$ cat config.mk
export PLATFORM = sky130hd
export DESIGN_NAME = servo_pulse_slew_limiter
export DESIGN_NICKNAME = d
export VERILOG_FILES = /design/src/design/sps_pkg.sv /design/src/design/sps_front.sv /design/src/design/sps_queue.sv /design/src/design/sps_back.sv /design/src/design/servo_pulse_slew_limiter.sv
export SDC_FILE = /design/constraint.sdc
export NUM_CORES = 1
export LEC_CHECK = 0
export ABC_AREA = 1
export BUFFER_PORTS_ARGS = -buffer_cell sky130_fd_sc_hd__clkbuf_2
export CORE_MARGIN = 8
export CORE_UTILIZATION = 45
export DETAILED_ROUTE_END_ITERATION = 12
export HOLD_SLACK_MARGIN = 0.12
export SYNTH_ARGS = -nofsm -noshare
export SYNTH_HDL_FRONTEND = slang
export SYNTH_SLANG_ARGS = --single-unit
$ cat constraint.sdc
create_clock -name clock -period 9.25 [get_ports clock]
set_input_delay 1.85 -clock clock [delete_from_list [all_inputs] [get_ports clock]]
set_output_delay 1.85 -clock clock [all_outputs]
set_load 0.05 [all_outputs]
$ cat src/design/sps_pkg.sv
`timescale 1ns / 1ps
// ----------------------------------------------------------------------------
// sps_pkg: shared types and constants of the servo pulse slew limiter
// Payload structs for the request and response channels, the command word
// that travels from front to back, the register file layout and reset values.
// ----------------------------------------------------------------------------
package sps_pkg;

   // field widths fixed by the channel format
   localparam int CHANNEL_W = 6;
   localparam int PULSE_W   = 12;
   localparam int REQ_W     = 16;
   localparam int CSR_IDX_W = 3;

   // depth of the command queue between front and back
   localparam int QUEUE_DEPTH = 2;

   // register reset values
   localparam logic [PULSE_W-1:0] PULSE_FLOOR_RST      = 12'd500;
   localparam logic [PULSE_W-1:0] PULSE_CEILING_RST    = 12'd2500;
   localparam logic [PULSE_W-1:0] NEUTRAL_PULSE_RST    = 12'd1500;
   localparam logic [PULSE_W-1:0] MAX_STEP_RST         = 12'd120;
   localparam logic [PULSE_W-1:0] SMALL_MOVE_LIMIT_RST = 12'd50;

   // register indexes
   typedef enum logic [CSR_IDX_W-1:0] {
      CSR_PULSE_FLOOR      = 3'd0,
      CSR_PULSE_CEILING    = 3'd1,
      CSR_NEUTRAL_PULSE    = 3'd2,
      CSR_MAX_STEP         = 3'd3,
      CSR_SMALL_MOVE_LIMIT = 3'd4
   } csr_index_type;

   // request payload
   typedef struct packed {
      logic [CHANNEL_W-1:0]     channel;
      logic signed [REQ_W-1:0]  requested_pulse;
   } req_type;

   // response payload
   typedef struct packed {
      logic                 accepted;
      logic [CHANNEL_W-1:0] out_channel;
      logic [PULSE_W-1:0]   issued_pulse;
      logic                 was_limited;
   } rsp_type;

   // classified command handed from front to back
   typedef struct packed {
      logic                 ok;
      logic [CHANNEL_W-1:0] channel;
      logic [PULSE_W-1:0]   target;
   } cmd_type;

   // configuration register file
   typedef struct packed {
      logic [PULSE_W-1:0] pulse_floor;
      logic [PULSE_W-1:0] pulse_ceiling;
      logic [PULSE_W-1:0] neutral_pulse;
      logic [PULSE_W-1:0] max_step;
      logic [PULSE_W-1:0] small_move_limit;
   } cfg_type;

endpackage

$ cat src/design/sps_front.sv
`timescale 1ns / 1ps
// ----------------------------------------------------------------------------
// sps_front: request intake and classification
// Checks the channel number, clamps the requested pulse to the configured
// bounds and pushes the resulting command into the queue.
// ----------------------------------------------------------------------------
module sps_front #(
   parameter int CHANNELS = 32
) (
   input  logic                                 req_valid,
   output logic                                 req_stall,
   input  sps_pkg::req_type                     req_data,
   input  logic [sps_pkg::PULSE_W-1:0]          pulse_floor,
   input  logic [sps_pkg::PULSE_W-1:0]          pulse_ceiling,
   input  logic                                 queue_full,
   output logic                                 push,
   output sps_pkg::cmd_type                     push_data
);

   logic                                 ch_ok;
   logic signed [sps_pkg::REQ_W:0]       req_ext;
   logic signed [sps_pkg::REQ_W:0]       lo_ext;
   logic signed [sps_pkg::REQ_W:0]       hi_ext;
   logic [sps_pkg::PULSE_W-1:0]          target;

   // intake handshake: stall only when the queue has no room
   assign req_stall = queue_full;
   assign push      = req_valid && !queue_full;

   // channel must lie in 1 .. CHANNELS
   assign ch_ok = (req_data.channel != '0) &&
                  (req_data.channel <= sps_pkg::CHANNEL_W'(CHANNELS));

   // clamp, floor first; crossed bounds give the floor below it, else the ceiling
   assign req_ext = {req_data.requested_pulse[sps_pkg::REQ_W-1], req_data.requested_pulse};
   assign lo_ext  = $signed({{(sps_pkg::REQ_W+1-sps_pkg::PULSE_W){1'b0}}, pulse_floor});
   assign hi_ext  = $signed({{(sps_pkg::REQ_W+1-sps_pkg::PULSE_W){1'b0}}, pulse_ceiling});

   always_comb begin
      if (req_ext < lo_ext) begin
         target = pulse_floor;
      end else if (req_ext > hi_ext) begin
         target = pulse_ceiling;
      end else begin
         target = req_data.requested_pulse[sps_pkg::PULSE_W-1:0];
      end
   end

   // command word
   always_comb begin
      push_data.ok      = ch_ok;
      push_data.channel = req_data.channel;
      push_data.target  = target;
   end

endmodule

$ cat src/design/sps_queue.sv
`timescale 1ns / 1ps
// ----------------------------------------------------------------------------
// sps_queue: short command queue between front and back
// Small register fifo; push and pop may happen in the same cycle.
// ----------------------------------------------------------------------------
module sps_queue (
   input  logic             clock,
   input  logic             reset,
   input  logic             push,
   input  sps_pkg::cmd_type push_data,
   input  logic             pop,
   output logic             head_valid,
   output sps_pkg::cmd_type head_data,
   output logic             full
);

   localparam int PTR_W = (sps_pkg::QUEUE_DEPTH > 1) ? $clog2(sps_pkg::QUEUE_DEPTH) : 1;
   localparam int CNT_W = $clog2(sps_pkg::QUEUE_DEPTH + 1);
   localparam logic [PTR_W-1:0] LAST_PTR = PTR_W'(sps_pkg::QUEUE_DEPTH - 1);
   localparam logic [CNT_W-1:0] DEPTH_CNT = CNT_W'(sps_pkg::QUEUE_DEPTH);

   sps_pkg::cmd_type   slots_ff [sps_pkg::QUEUE_DEPTH];
   logic [PTR_W-1:0]   wr_ptr_ff, wr_ptr_in;
   logic [PTR_W-1:0]   rd_ptr_ff, rd_ptr_in;
   logic [CNT_W-1:0]   count_ff,  count_in;

   assign head_valid = (count_ff != '0);
   assign head_data  = slots_ff[rd_ptr_ff];
   assign full       = (count_ff == DEPTH_CNT);

   // pointer and fill count update
   always_comb begin
      wr_ptr_in = wr_ptr_ff;
      rd_ptr_in = rd_ptr_ff;
      count_in  = count_ff;
      if (push) begin
         wr_ptr_in = (wr_ptr_ff == LAST_PTR) ? '0 : wr_ptr_ff + 1'b1;
      end
      if (pop) begin
         rd_ptr_in = (rd_ptr_ff == LAST_PTR) ? '0 : rd_ptr_ff + 1'b1;
      end
      if (push && !pop) begin
         count_in = count_ff + 1'b1;
      end else if (pop && !push) begin
         count_in = count_ff - 1'b1;
      end
   end

   always_ff @(posedge clock) begin
      if (reset) begin
         wr_ptr_ff <= '0;
         rd_ptr_ff <= '0;
         count_ff  <= '0;
      end else begin
         wr_ptr_ff <= wr_ptr_in;
         rd_ptr_ff <= rd_ptr_in;
         count_ff  <= count_in;
      end
   end

   // slot storage
   always_ff @(posedge clock) begin
      if (push) begin
         slots_ff[wr_ptr_ff] <= push_data;
      end
   end

endmodule

$ cat src/design/sps_back.sv
`timescale 1ns / 1ps
// ----------------------------------------------------------------------------
// sps_back: per-channel slew limiting and response register
// Reads the channel's last pulse from a small memory, limits the step,
// writes the new pulse back and presents the response. A write in the same
// cycle as a read of the same channel is forwarded.
// ----------------------------------------------------------------------------
module sps_back #(
   parameter int CHANNELS = 32
) (
   input  logic             clock,
   input  logic             reset,
   input  logic             head_valid,
   input  sps_pkg::cmd_type head_data,
   output logic             pop,
   input  sps_pkg::cfg_type cfg,
   output logic             rsp_valid,
   input  logic             rsp_stall,
   output sps_pkg::rsp_type rsp_data
);

   localparam int IDX_W = (CHANNELS > 1) ? $clog2(CHANNELS) : 1;
   localparam int PW    = sps_pkg::PULSE_W;

   // pulse memory and written flags
   logic [PW-1:0]       mem [CHANNELS];
   logic [CHANNELS-1:0] written_ff, written_in;

   // limiter stage
   logic                b_valid_ff, b_valid_in;
   sps_pkg::cmd_type    b_cmd_ff;
   logic [PW-1:0]       mem_q_ff;
   logic                byp_ff;
   logic [PW-1:0]       byp_val_ff;

   // response register
   logic                out_valid_ff, out_valid_in;
   sps_pkg::rsp_type    out_data_ff;

   logic                out_ready, b_fire, b_load, wr_en;
   logic [IDX_W-1:0]    head_addr, b_addr;
   logic [PW-1:0]       last, step, issued;
   logic signed [PW:0]  delta;
   logic [PW-1:0]       mag;
   logic                limited;
   sps_pkg::rsp_type    result;

   // stage control
   assign out_ready = !out_valid_ff || !rsp_stall;
   assign b_fire    = b_valid_ff && out_ready;
   assign b_load    = !b_valid_ff || b_fire;
   assign pop       = head_valid && b_load;
   assign wr_en     = b_fire && b_cmd_ff.ok;

   // memory addresses, parked at zero for rejected channels
   assign head_addr = head_data.ok ? IDX_W'(head_data.channel - 1'b1) : '0;
   assign b_addr    = b_cmd_ff.ok  ? IDX_W'(b_cmd_ff.channel - 1'b1)  : '0;

   // last pulse: forwarded write, stored value or neutral
   always_comb begin
      if (byp_ff) begin
         last = byp_val_ff;
      end else if (written_ff[b_addr]) begin
         last = mem_q_ff;
      end else begin
         last = cfg.neutral_pulse;
      end
   end

   // step limit
   always_comb begin
      delta   = $signed({1'b0, b_cmd_ff.target}) - $signed({1'b0, last});
      mag     = delta[PW] ? PW'(-delta) : delta[PW-1:0];
      step    = (mag < cfg.small_move_limit) ? {1'b0, cfg.max_step[PW-1:1]} : cfg.max_step;
      limited = (mag > step);
      if (limited) begin
         issued = delta[PW] ? last - step : last + step;
      end else begin
         issued = b_cmd_ff.target;
      end
   end

   // response word
   always_comb begin
      result.out_channel = b_cmd_ff.channel;
      if (b_cmd_ff.ok) begin
         result.accepted     = 1'b1;
         result.issued_pulse = issued;
         result.was_limited  = limited;
      end else begin
         result.accepted     = 1'b0;
         result.issued_pulse = '0;
         result.was_limited  = 1'b0;
      end
   end

   // control next state
   always_comb begin
      b_valid_in   = b_load ? head_valid : b_valid_ff;
      out_valid_in = out_ready ? b_valid_ff : out_valid_ff;
      written_in   = written_ff;
      if (wr_en) begin
         written_in[b_addr] = 1'b1;
      end
   end

   always_ff @(posedge clock) begin
      if (reset) begin
         b_valid_ff   <= 1'b0;
         out_valid_ff <= 1'b0;
         written_ff   <= '0;
      end else begin
         b_valid_ff   <= b_valid_in;
         out_valid_ff <= out_valid_in;
         written_ff   <= written_in;
      end
   end

   // stage payload, memory read and forwarding capture
   always_ff @(posedge clock) begin
      if (b_load) begin
         b_cmd_ff   <= head_data;
         mem_q_ff   <= mem[head_addr];
         byp_ff     <= wr_en && head_data.ok && (b_addr == head_addr);
         byp_val_ff <= issued;
      end
   end

   // memory write
   always_ff @(posedge clock) begin
      if (wr_en) begin
         mem[b_addr] <= issued;
      end
   end

   // response payload
   always_ff @(posedge clock) begin
      if (out_ready) begin
         out_data_ff <= result;
      end
   end

   assign rsp_valid = out_valid_ff;
   assign rsp_data  = out_data_ff;

endmodule

$ cat src/design/servo_pulse_slew_limiter.sv
`timescale 1ns / 1ps
// ----------------------------------------------------------------------------
// servo_pulse_slew_limiter: per-channel servo pulse slew limiter
// Each request names a channel and a pulse width; one response is returned
// per request with the clamped, step-limited pulse, or a reject for a channel
// outside 1 .. CHANNELS.
//
// Usage:
//  - request channel req_valid / req_stall / req_data, response channel
//    rsp_valid / rsp_stall / rsp_data; a transfer happens when valid is high
//    and stall is low
//  - registers are written through csr_write_en / csr_index / csr_wdata while
//    no request is in flight
//  - path: command queue, limiter stage, response register; throughput: one
//    request per cycle unless rsp_stall holds it; the back end reads and writes
//    the per-channel pulse memory once per cycle, with same-channel forwarding
//  - req_stall rises only when the two-entry command queue is full; with the
//    response side stalled, four requests are held before intake stops
//  - reset restores the register defaults and marks every channel as never
//    written, so its last pulse reads as neutral_pulse; no memory sweep
// ----------------------------------------------------------------------------
module servo_pulse_slew_limiter #(
   parameter int CHANNELS = 32
) (
   input  logic                                clock,
   input  logic                                reset,
   input  logic                                req_valid,
   output logic                                req_stall,
   input  sps_pkg::req_type                    req_data,
   output logic                                rsp_valid,
   input  logic                                rsp_stall,
   output sps_pkg::rsp_type                    rsp_data,
   input  logic                                csr_write_en,
   input  logic [sps_pkg::CSR_IDX_W-1:0]       csr_index,
   input  logic [sps_pkg::PULSE_W-1:0]         csr_wdata
);

   sps_pkg::cfg_type cfg_ff, cfg_in;
   logic             push, pop, queue_full, head_valid;
   sps_pkg::cmd_type push_data, head_data;

   // register file write
   always_comb begin
      cfg_in = cfg_ff;
      if (csr_write_en) begin
         case (csr_index)
            sps_pkg::CSR_PULSE_FLOOR:      cfg_in.pulse_floor      = csr_wdata;
            sps_pkg::CSR_PULSE_CEILING:    cfg_in.pulse_ceiling    = csr_wdata;
            sps_pkg::CSR_NEUTRAL_PULSE:    cfg_in.neutral_pulse    = csr_wdata;
            sps_pkg::CSR_MAX_STEP:         cfg_in.max_step         = csr_wdata;
            sps_pkg::CSR_SMALL_MOVE_LIMIT: cfg_in.small_move_limit = csr_wdata;
            default:                       cfg_in = cfg_ff;
         endcase
      end
   end

   always_ff @(posedge clock) begin
      if (reset) begin
         cfg_ff.pulse_floor      <= sps_pkg::PULSE_FLOOR_RST;
         cfg_ff.pulse_ceiling    <= sps_pkg::PULSE_CEILING_RST;
         cfg_ff.neutral_pulse    <= sps_pkg::NEUTRAL_PULSE_RST;
         cfg_ff.max_step         <= sps_pkg::MAX_STEP_RST;
         cfg_ff.small_move_limit <= sps_pkg::SMALL_MOVE_LIMIT_RST;
      end else begin
         cfg_ff <= cfg_in;
      end
   end

   // intake and clamp
   sps_front #(
      .CHANNELS (CHANNELS)
   ) u_front (
      .req_valid     (req_valid),
      .req_stall     (req_stall),
      .req_data      (req_data),
      .pulse_floor   (cfg_ff.pulse_floor),
      .pulse_ceiling (cfg_ff.pulse_ceiling),
      .queue_full    (queue_full),
      .push          (push),
      .push_data     (push_data)
   );

   // command queue
   sps_queue u_queue (
      .clock      (clock),
      .reset      (reset),
      .push       (push),
      .push_data  (push_data),
      .pop        (pop),
      .head_valid (head_valid),
      .head_data  (head_data),
      .full       (queue_full)
   );

   // slew limit and response
   sps_back #(
      .CHANNELS (CHANNELS)
   ) u_back (
      .clock      (clock),
      .reset      (reset),
      .head_valid (head_valid),
      .head_data  (head_data),
      .pop        (pop),
      .cfg        (cfg_ff),
      .rsp_valid  (rsp_valid),
      .rsp_stall  (rsp_stall),
      .rsp_data   (rsp_data)
   );

   // queue is only drained when it holds a command
   a_pop_has_head: assert property (@(posedge clock) disable iff (reset)
      pop |-> head_valid)
      else $error("queue popped while empty");

   // an accepted response always belongs to an existing channel
   a_accept_in_range: assert property (@(posedge clock) disable iff (reset)
      rsp_valid && rsp_data.accepted |->
         (rsp_data.out_channel != '0) &&
         (rsp_data.out_channel <= sps_pkg::CHANNEL_W'(CHANNELS)))
      else $error("accepted response on a channel out of range");

   // a rejected response carries no pulse and no limit flag
   a_reject_clean: assert property (@(posedge clock) disable iff (reset)
      rsp_valid && !rsp_data.accepted |->
         (rsp_data.issued_pulse == '0) && !rsp_data.was_limited)
      else $error("rejected response carries a pulse");

   // nothing is presented right after reset
   a_reset_quiet: assert property (@(posedge clock)
      $past(reset) |-> !rsp_valid)
      else $error("response valid right after reset");

endmodule
==> impl_metrics.json <==
{
  "status": "complete, no violations",
  "grt_overflow_total": 0,
  "synth_top_area_share": 0.558,
  "worst_setup_path_start_kind": "flip-flop",
  "whs_ns": 0.464,
  "ant_nets": 0,
  "h-tree-depth": 2,
  "drv_cap": 0,
  "synth_edf_count": 486,
  "highest_layer": "met4",
  "fillers": 5088,
  "io_pins": 64,
  "drc": 0,
  "dieHeight_um": 257,
  "hold_viol": 0,
  "hold_buffers": 0,
  "fin_cells": 3395,
  "num_antenna_cells": 0,
  "dominantRegCellSynth": "edfxtp_1",
  "design.die.area_um2": 66100,
  "cts.sinks": 585,
  "critical_path_class": "flip-flop to flip-flop",
  "yosysUniqueCellTypes": 48,
  "max_clock_freq_mhz": 119,
  "dp_hpwl_um": 46800,
  "initial_core_util": 0.454,
  "hold_path_class": "flip-flop to flip-flop",
  "gp_congestion": 0.950,
  "relSlewSlack": 0.204,
  "firstDrtPassIters": 5,
  "clock_latency_ns": 0.61,
  "place_inst": 3270,
  "first_global_vias": 18198,
  "rows": 88,
  "antenna_found_initial": 1,
  "syn-num-nets": 2625,
  "min_period_ns": 8.38,
  "layout_common_cells": "edfxtp_1 (486), nor2_1 (390), nand2_1 (322)",
  "route.met3.wl_um": 4460,
  "pre_cts_ws_ns": 0.0976,
  "placeableCoreArea_um2": 57600,
  "clkTransAtPathRegs_ns": 0.07,
  "setup_slack_ns": 0.867,
  "ys_async_sr_fraction": 0,
  "seq_area_frac_synth": 0.634,
  "netlist_instances": 2514,
  "drt-initial-drc-count": 1884,
  "critical-path-max-stage-delay_ns": 0.51,
  "yosys.area.top_type": "edfxtp_1",
  "worst_path_max_delay_cell": "clkinvlp_4",
  "wire_per_inst_um": 21.7,
  "cts_root_buffer": "clkbuf_16",
  "fp.dieW_um": 257,
  "fin_crit_sh": 0.906,
  "drt_wl_total_um": 73800,
  "setup_violations": 0,
  "clock_path_buffers": 3,
  "routed_via_density": 5.57,
  "cp_max_fo": 33,
  "wl_met2_um": 36200,
  "maxSlewViolCount": 0,
  "synth_area_um2": 26200,
  "nNetsFinal": 2691,
  "syn_avg_cell_area_um2": 10.4,
  "portBuffers": 63,
  "yosys-top-cells-area": "edfxtp_1 (56%), dfxtp_1 (7.6%), nor2_1 (6.0%), o21ai_0 (6.0%), nand2_1 (4.7%)",
  "cts_tree": "built",
  "cp.required_ns": 9.42,
  "mostFrequentLayoutCell": "edfxtp_1",
  "critPathArrivalTime_ns": 8.55,
  "grt_pass1_wl_um": 111000,
  "ys_ff_latch": 585,
  "grt_util_all_layers": 0.215,
  "worstSetupEndpointType": "flip-flop",
  "grt_max_degree": 173,
  "cts_buffers": 60,
  "synth_warnings": 0,
  "fin_skew_ns": 0.0244,
  "worstMarginPinSlew_ns": 1.19,
  "drive_gt1_frac": 0.111,
  "wl_met1_um": 30500,
  "vias": 18911,
  "areaGrowthSynthToFinish_pct": 12.7
}
-- registers in the layout, summed over array words and instances, names as in the netlist, named ones only --
name,cells
u_back.byp_ff,1
u_back.byp_val_ff,12
u_queue.wr_ptr_ff,1
u_queue.count_ff,2
u_back.mem,384
u_queue.rd_ptr_ff,1
u_back.b_valid_ff,1
u_queue.slots_ff,38
u_back.rsp_valid,1
u_back.b_cmd_ff,19
u_back.mem_q_ff,12
cfg_ff,60
u_back.rsp_data,20
u_back.written_ff,32
-- timing repair --
item	4_1_cts	5_1_grt
resized for setup	0	22
setup buffers	0	10
endpoints found under the setup margin	0	235
-- through the flow --
step                utilization  setup TNS (ns)  area, um2
detailed placement        0.476               0      27400
global placement          0.476               0      27400
finish                    0.512               0      29500
floorplan                     -               0      26200
CTS                       0.508               0      29200
global route              0.512        -0.00167      29500
-- Yosys cell counts, types with 5 or more instances --
| cell | number |
|---|---|
| a211oi_1 | 5 |
| a21oi_1 | 78 |
| a31oi_1 | 14 |
| buf_6 | 6 |
| clkbuf_1 | 108 |
| dfxtp_1 | 99 |
| edfxtp_1 | 486 |
| ha_1 | 69 |
| inv_1 | 226 |
| inv_2 | 7 |
| nand2_1 | 325 |
| nand2_2 | 12 |
| nand3_1 | 75 |
| nand3_2 | 6 |
| nand3b_1 | 6 |
| nand4_1 | 11 |
| nor2_1 | 418 |
| nor3_1 | 11 |
| o211ai_1 | 59 |
| o21ai_0 | 313 |
| o21ai_1 | 11 |
| o221ai_1 | 46 |
| o22ai_1 | 46 |
| or2_2 | 6 |
| xnor2_1 | 7 |
| xor2_1 | 25 |
-- kinds of logic (layout without fill, tap and decap cells) --
logic type / after synthesis / after routing / synth area share
adders and majority gates: 69 / 69 / 0.0330
xor gates and xnor gates: 32 / 32 / 0.0107
buffers and inverters: 353 / 469 / 0.0529
DFF: 585 / 585 / 0.634
muxes: 1 / 1 / 0.000383
and+or+nand+nor: 883 / 883 / 0.138
AOI/OAI and AO/OA: 591 / 591 / 0.131
-- layout make-up --
| cell class | instances | area (um2) | share of cell area |
|---|---|---|---|
| Timing Repair Buffer | 121 | 813 | 0.0276 |
| Tap cell | 765 | 957 | 0.0325 |
| Clock buffer | 80 | 1660 | 0.0563 |
| Sequential cell | 585 | 16600 | 0.563 |
| Inverter | 233 | 896 | 0.0304 |
| Timing Repair inverter | 3 | 22.5 | 0.000764 |
| Clock inverter | 32 | 195 | 0.00662 |
| Multi-Input combinational cell | 1576 | 8350 | 0.283 |
-- critical path, delay by kind of cell, from the launching register on --
| family | cells | cell delay (ns) |
|---|---|---|
| AOI/OAI and AO/OA | 10 | 2.26 |
| and+or+nand+nor | 20 | 1.96 |
| buffers and inverters | 11 | 1.77 |
| adders and majority gates | 4 | 1.15 |
| DFF | 1 | 0.41 |
| xor gates and xnor gates | 2 | 0.35 |
-- routing by layer --
layer | GRT usage | up-vias
met1 | 0.282 | 9174
met5 | 0 | -
met3 | 0.0274 | 128
li1 | - | 8928
met2 | 0.362 | 681
met4 | 0.0809 | 0
-- final timing paths --
check | from | slack [ns] | endpoint | cells after the start
max | u_back.b_cmd_ff[13] | 0.87 | u_back.mem[20][8] | 47
min | u_back.b_cmd_ff[17] | 0.46 | u_back.rsp_data[18] | 0
max reg2reg | u_back.b_cmd_ff[13] | 0.87 | u_back.mem[20][8] | 47
min reg2reg | u_back.b_cmd_ff[17] | 0.46 | u_back.rsp_data[18] | 0
Power is left out: the tool's default activity adds up to more than one toggle a clock period on the data nets, which glitch-free logic cannot reach.
